--- config.mk ---
export PLATFORM = sky130hd
export DESIGN_NAME = vna_mac
export DESIGN_NICKNAME = d
export VERILOG_FILES = /design/src/rtl/vna_pkg.sv /design/src/rtl/vna_mac.sv
export SDC_FILE = /design/constraint.sdc
export NUM_CORES = 2
export LEC_CHECK = 0
export BUFFER_PORTS_ARGS = -buffer_cell sky130_fd_sc_hd__buf_2
export CORE_ASPECT_RATIO = 0.8
export CORE_UTILIZATION = 63
export DETAILED_ROUTE_END_ITERATION = 12
export PLACE_DENSITY = 0.78
export SETUP_SLACK_MARGIN = 0.3
export SLEW_MARGIN = 20
export SYNTH_ARGS = -nofsm -noshare
export SYNTH_HDL_FRONTEND = slang
export SYNTH_SLANG_ARGS = --single-unit
--- constraint.sdc ---
create_clock -name clk -period 9.55 [get_ports clk]
set_input_delay 0.955 -clock clk [delete_from_list [all_inputs] [get_ports clk]]
set_output_delay 0.955 -clock clk [all_outputs]
set_load 0.1 [all_outputs]
--- src/rtl/vna_pkg.sv ---
`default_nettype none
package vna_pkg;

    localparam int MAX_VERTICES = 64;
    localparam int COORD_BITS   = 16;

    // Coordinates keep at most 16 bits, taken from the low end of each field.
    localparam int CW          = (COORD_BITS < 16) ? COORD_BITS : 16;
    localparam int IDX_W       = (MAX_VERTICES > 1) ? $clog2(MAX_VERTICES) : 1;
    localparam int FIELD_IDX_W = 6;
    localparam int VTX_W       = 3 * CW;
    localparam int DIFF_W      = CW + 1;
    localparam int N_W         = 2 * DIFF_W + 1;
    localparam int SUM_W       = 48;
    localparam int SUMS_W      = 3 * SUM_W;
    localparam int MAG_W       = 48;
    localparam int MAC_W       = 32;
    localparam int ACC_W       = 64;
    localparam int LEN_W       = 32;
    localparam int NUM_W       = 46;
    localparam int UNIT_W      = 16;
    localparam int UNIT_ONE    = 16384;
    localparam int IN_W        = 72;
    localparam int OUT_W       = 48;
    localparam int CMD_W       = 2;

    localparam logic [MAG_W-1:0] NORM_HI = MAG_W'(1) << 30;
    localparam logic [MAG_W-1:0] NORM_LO = MAG_W'(1) << 29;

    typedef enum logic [CMD_W-1:0] {
        CMD_CLEAR = 2'd0,
        CMD_LOAD  = 2'd1,
        CMD_TRI   = 2'd2,
        CMD_READ  = 2'd3
    } cmd_t;

    typedef enum logic [3:0] {
        ST_IDLE,
        ST_TRI_LD,
        ST_TRI_DIFF,
        ST_TRI_MUL,
        ST_TRI_RMW,
        ST_RD_SUM,
        ST_RD_MAG,
        ST_RD_MAX,
        ST_RD_SHIFT,
        ST_RD_SQ,
        ST_RD_SQRT,
        ST_RD_DSET,
        ST_RD_DIV,
        ST_RD_DONE
    } state_t;

    typedef struct packed {
        logic acc_en;
        logic acc_load;
        logic acc_sub;
    } mac_ctrl_t;

endpackage
`default_nettype wire

--- src/rtl/vna_mac.sv ---
`default_nettype none
module vna_mac (
    input  wire                                 clk,
    input  vna_pkg::mac_ctrl_t                  ctrl,
    input  wire logic signed [vna_pkg::MAC_W-1:0] op_a,
    input  wire logic signed [vna_pkg::MAC_W-1:0] op_b,
    output logic signed [vna_pkg::ACC_W-1:0]    acc
);
    import vna_pkg::*;

    logic signed [ACC_W-1:0] prod_reg;
    logic signed [ACC_W-1:0] acc_reg;

    // The control word acts on the product registered in the cycle before.
    always_ff @(posedge clk)
    begin
        prod_reg <= op_a * op_b;
        if (ctrl.acc_en)
        begin
            if (ctrl.acc_load)
                acc_reg <= prod_reg;
            else if (ctrl.acc_sub)
                acc_reg <= acc_reg - prod_reg;
            else
                acc_reg <= acc_reg + prod_reg;
        end
    end

    assign acc = acc_reg;

endmodule
`default_nettype wire

==> flow_summary.toml <==
[setup_path]
cp.required_ps = 9930
max_stage_delay_ps = 600
crit_arrival_ps = 9010
end_kind = "flip-flop"
criticalPathCategory = "in -> reg"
crit_top_cell = "fa_1"
critPathBufInv = 5
cp_max_fo = 18
crit_path_start_kind = "input pin"
cp_top_family = "adder cells"
crit_slowest_cell = "fa_1"
path_cells = "buf_2 > buf_4 > nand2_1 > fa_1 > fa_1 > inv_1 > fa_1 > fa_1 > fa_1 > fa_1 > fa_1 > inv_1 > fa_1 > inv_1 > ha_1 > and3_1 > nand2_1 > nor4_1 > o2111ai_1 > a21oi_1 > nand3_1 > a21o_1 > o31ai_1 > xor2_1"

[sta]
tightest_slew_ps = 937.2
min_period_over_period = 0.9038
rsz0062_at_grt = "false"
finalHoldViolCount = 0
setup_tns_ps = 0
drv_slew = 0
slew_headroom = 0.3591
clock.fmax_ghz = 0.1159
clock_skew_ps = 8.243
min_period_ps = 8632
setup_viol = 0

[placement]
dp_hpwl_um = 96330
dpl_cell_area_um2 = 46220
gp_congestion = 0.9645
port_buffers = 131

[clock_network]
path_clk_slew_ps = 60
clkLatencyLatePin_ps = 440
cts_buffers = 17
clock-sinks = 128
post_cts_buffers = 0
ctsHoldBuffers = 0
clockBufferDepth = 2
cts_root_buf = "clkbuf_16"
h-tree-depth = 4
cts.repair.resized = 0
cts_tree = "built"

[global_routing]
overflow = 0
grt_pass1_wl_um = 195100
grt_pass1_vias = 36200
antenna_found_initial = 2
grt_start_max_net_pins = 97
grt_usage = 0.3479

[synthesis]
synth_top_area_frac = 0.4824
avgSynthCellArea_um2 = 9.198
synth_top_flop_cell = "edfxtp_1"
synth_nets = 6285
mappedNetlistArea_um2 = 44940
synth_edf_count = 64
ys_warn_count = 0
ys_ff_latch = 128
synth.area.top_cells = "fa_1 (48%), inv_1 (8.2%), and2_1 (7.3%)"
syn_inst = 4886
ys_seq_area_frac = 0.07128
synthDistinctLibCells = 70
synth.largest_area_cell = "fa_1"
synth-async-reset-ratio = 0

[finish]
seq_area_um2 = 3203
n_fill_cell = 5674
area_delta_synth_final_pct = 4.079
final_nets = 6236
fin_area_um2 = 46770
multi_input_area_um2 = 37090
drive_gt1_frac = 0.05113

[die]
core-area_um2 = 70540
fp.dieW_um = 300.6
std_cell_rows = 87
die-area_um2 = 72410
start_util = 0.6371
top_level_ports = 132
fp.dieH_um = 240.9

[route]
via_per_inst = 5.783
firstDrtPassIters = 6
antenna_left = 0
drc = 0
drt-initial-drc-count = 2691
finalWirelength_um = 118300
routedWlPerCell_um = 20.45
dr_total_vias = 33460

[min_path]
hold_class = "reg -> reg"

[status]
status = "finished clean"

[run]
max_cap_violations = 0
## metrics by stage
step	std cells	hold slack, ps	utilization	worst slack [ps]
final	5786	603.2	0.6631	918.3
after detailed placement	5752	595.9	0.6553	578.4
after global routing	5784	649.4	0.6630	452.7
after CTS	5784	609.1	0.6630	1013
after floorplan	4886	539.0	-	1096
after global placement	5752	588.7	0.6553	642.1
## cell type report
class / instances / area share
flip-flops and latches: 128 / 0.06848
well taps: 934 / 0.02499
clock inverters: 15 / 0.002515
multi-input cells: 3525 / 0.7931
repair buffers: 183 / 0.02295
clock buffers: 17 / 0.009095
diodes: 2 / 0.0001070
inverters: 982 / 0.07881
## final timing paths
| kind | startpoint | end | slack [ps] | cells after the start |
|---|---|---|---|---|
| max | op_a[14] | prod_reg[61]$_DFF_P_ | 920 | 24 |
| min | prod_reg[48]$_DFF_P_ | acc[48]$_DFFE_PP_ | 600 | 2 |
| max reg2reg | prod_reg[10]$_DFF_P_ | acc[63]$_DFFE_PP_ | 3300 | 18 |
| min reg2reg | prod_reg[48]$_DFF_P_ | acc[48]$_DFFE_PP_ | 600 | 2 |
## placed cells by master (no fill, tap or decap), drive strengths merged, types with 68 or more instances in the layout
cell and instances:
a21o 68, a21oi 177, and2 523, buf 183, fa 1083, ha 248, inv 993, nand2 637
nor2 130, o21ai 117, xnor2 149
## worst reg2reg max path, stage by stage (launching register included)
cell      delay [ps]
dfxtp_1          330
nor4_1           820
nand4_1          340
nor2_1           460
nand2_1          150
nor3_1           680
a21oi_1          180
xnor2_1          170
ha_1             370
and3_1           260
and2_1           170
a221oi_1         440
o21ai_0          210
a32o_1           300
or3_1            430
nand2_1          130
o31a_1           290
and3_2           240
nor4_2            40
## kinds of logic after synthesis
family / Yosys count / share of synthesized area
buf+inv: 1233 / 0.1033
mux: 7 / 0.001670
xor+xnor: 189 / 0.03683
compound gates: 513 / 0.07075
fa+ha+maj: 1331 / 0.5515
flops: 128 / 0.07128
simple gates: 1485 / 0.1647
## cell usage after synthesis (4+ instances only)
master        n
fa_1       1083
inv_1       981
nand2_1     637
and2_1      521
clkbuf_1    248
ha_1        248
a21oi_1     177
xnor2_1     149
nor2_1      129
o21ai_0     116
a21o_1       68
dfxtp_1      64
edfxtp_1     64
nor3_1       43
xor2_1       40
nand4_1      28
o21bai_1     27
nand3_1      24
o21a_1       21
a31oi_1      19
nand2b_1     19
and3_1       18
nor2b_1      15
a211oi_1     12
o31ai_1      12
nor4_1       10
or3_1         9
o211ai_1      8
a221oi_1      6
a31o_2        6
a41oi_1       5
or4_1         5
or4_4         5
a2111oi_0     4
a211o_1       4
and4_1        4
mux2_2        4
o211a_1       4
## routing by layer
metal  global-route usage  share of wire
met1               0.4793           0.41
met2               0.5671           0.47
met3              0.05842          0.091
met4               0.1115          0.035
met5                    0        0.00010
Power is not shown: default switching activity piles up to over one toggle a cycle in this logic, so the estimate is an artifact.
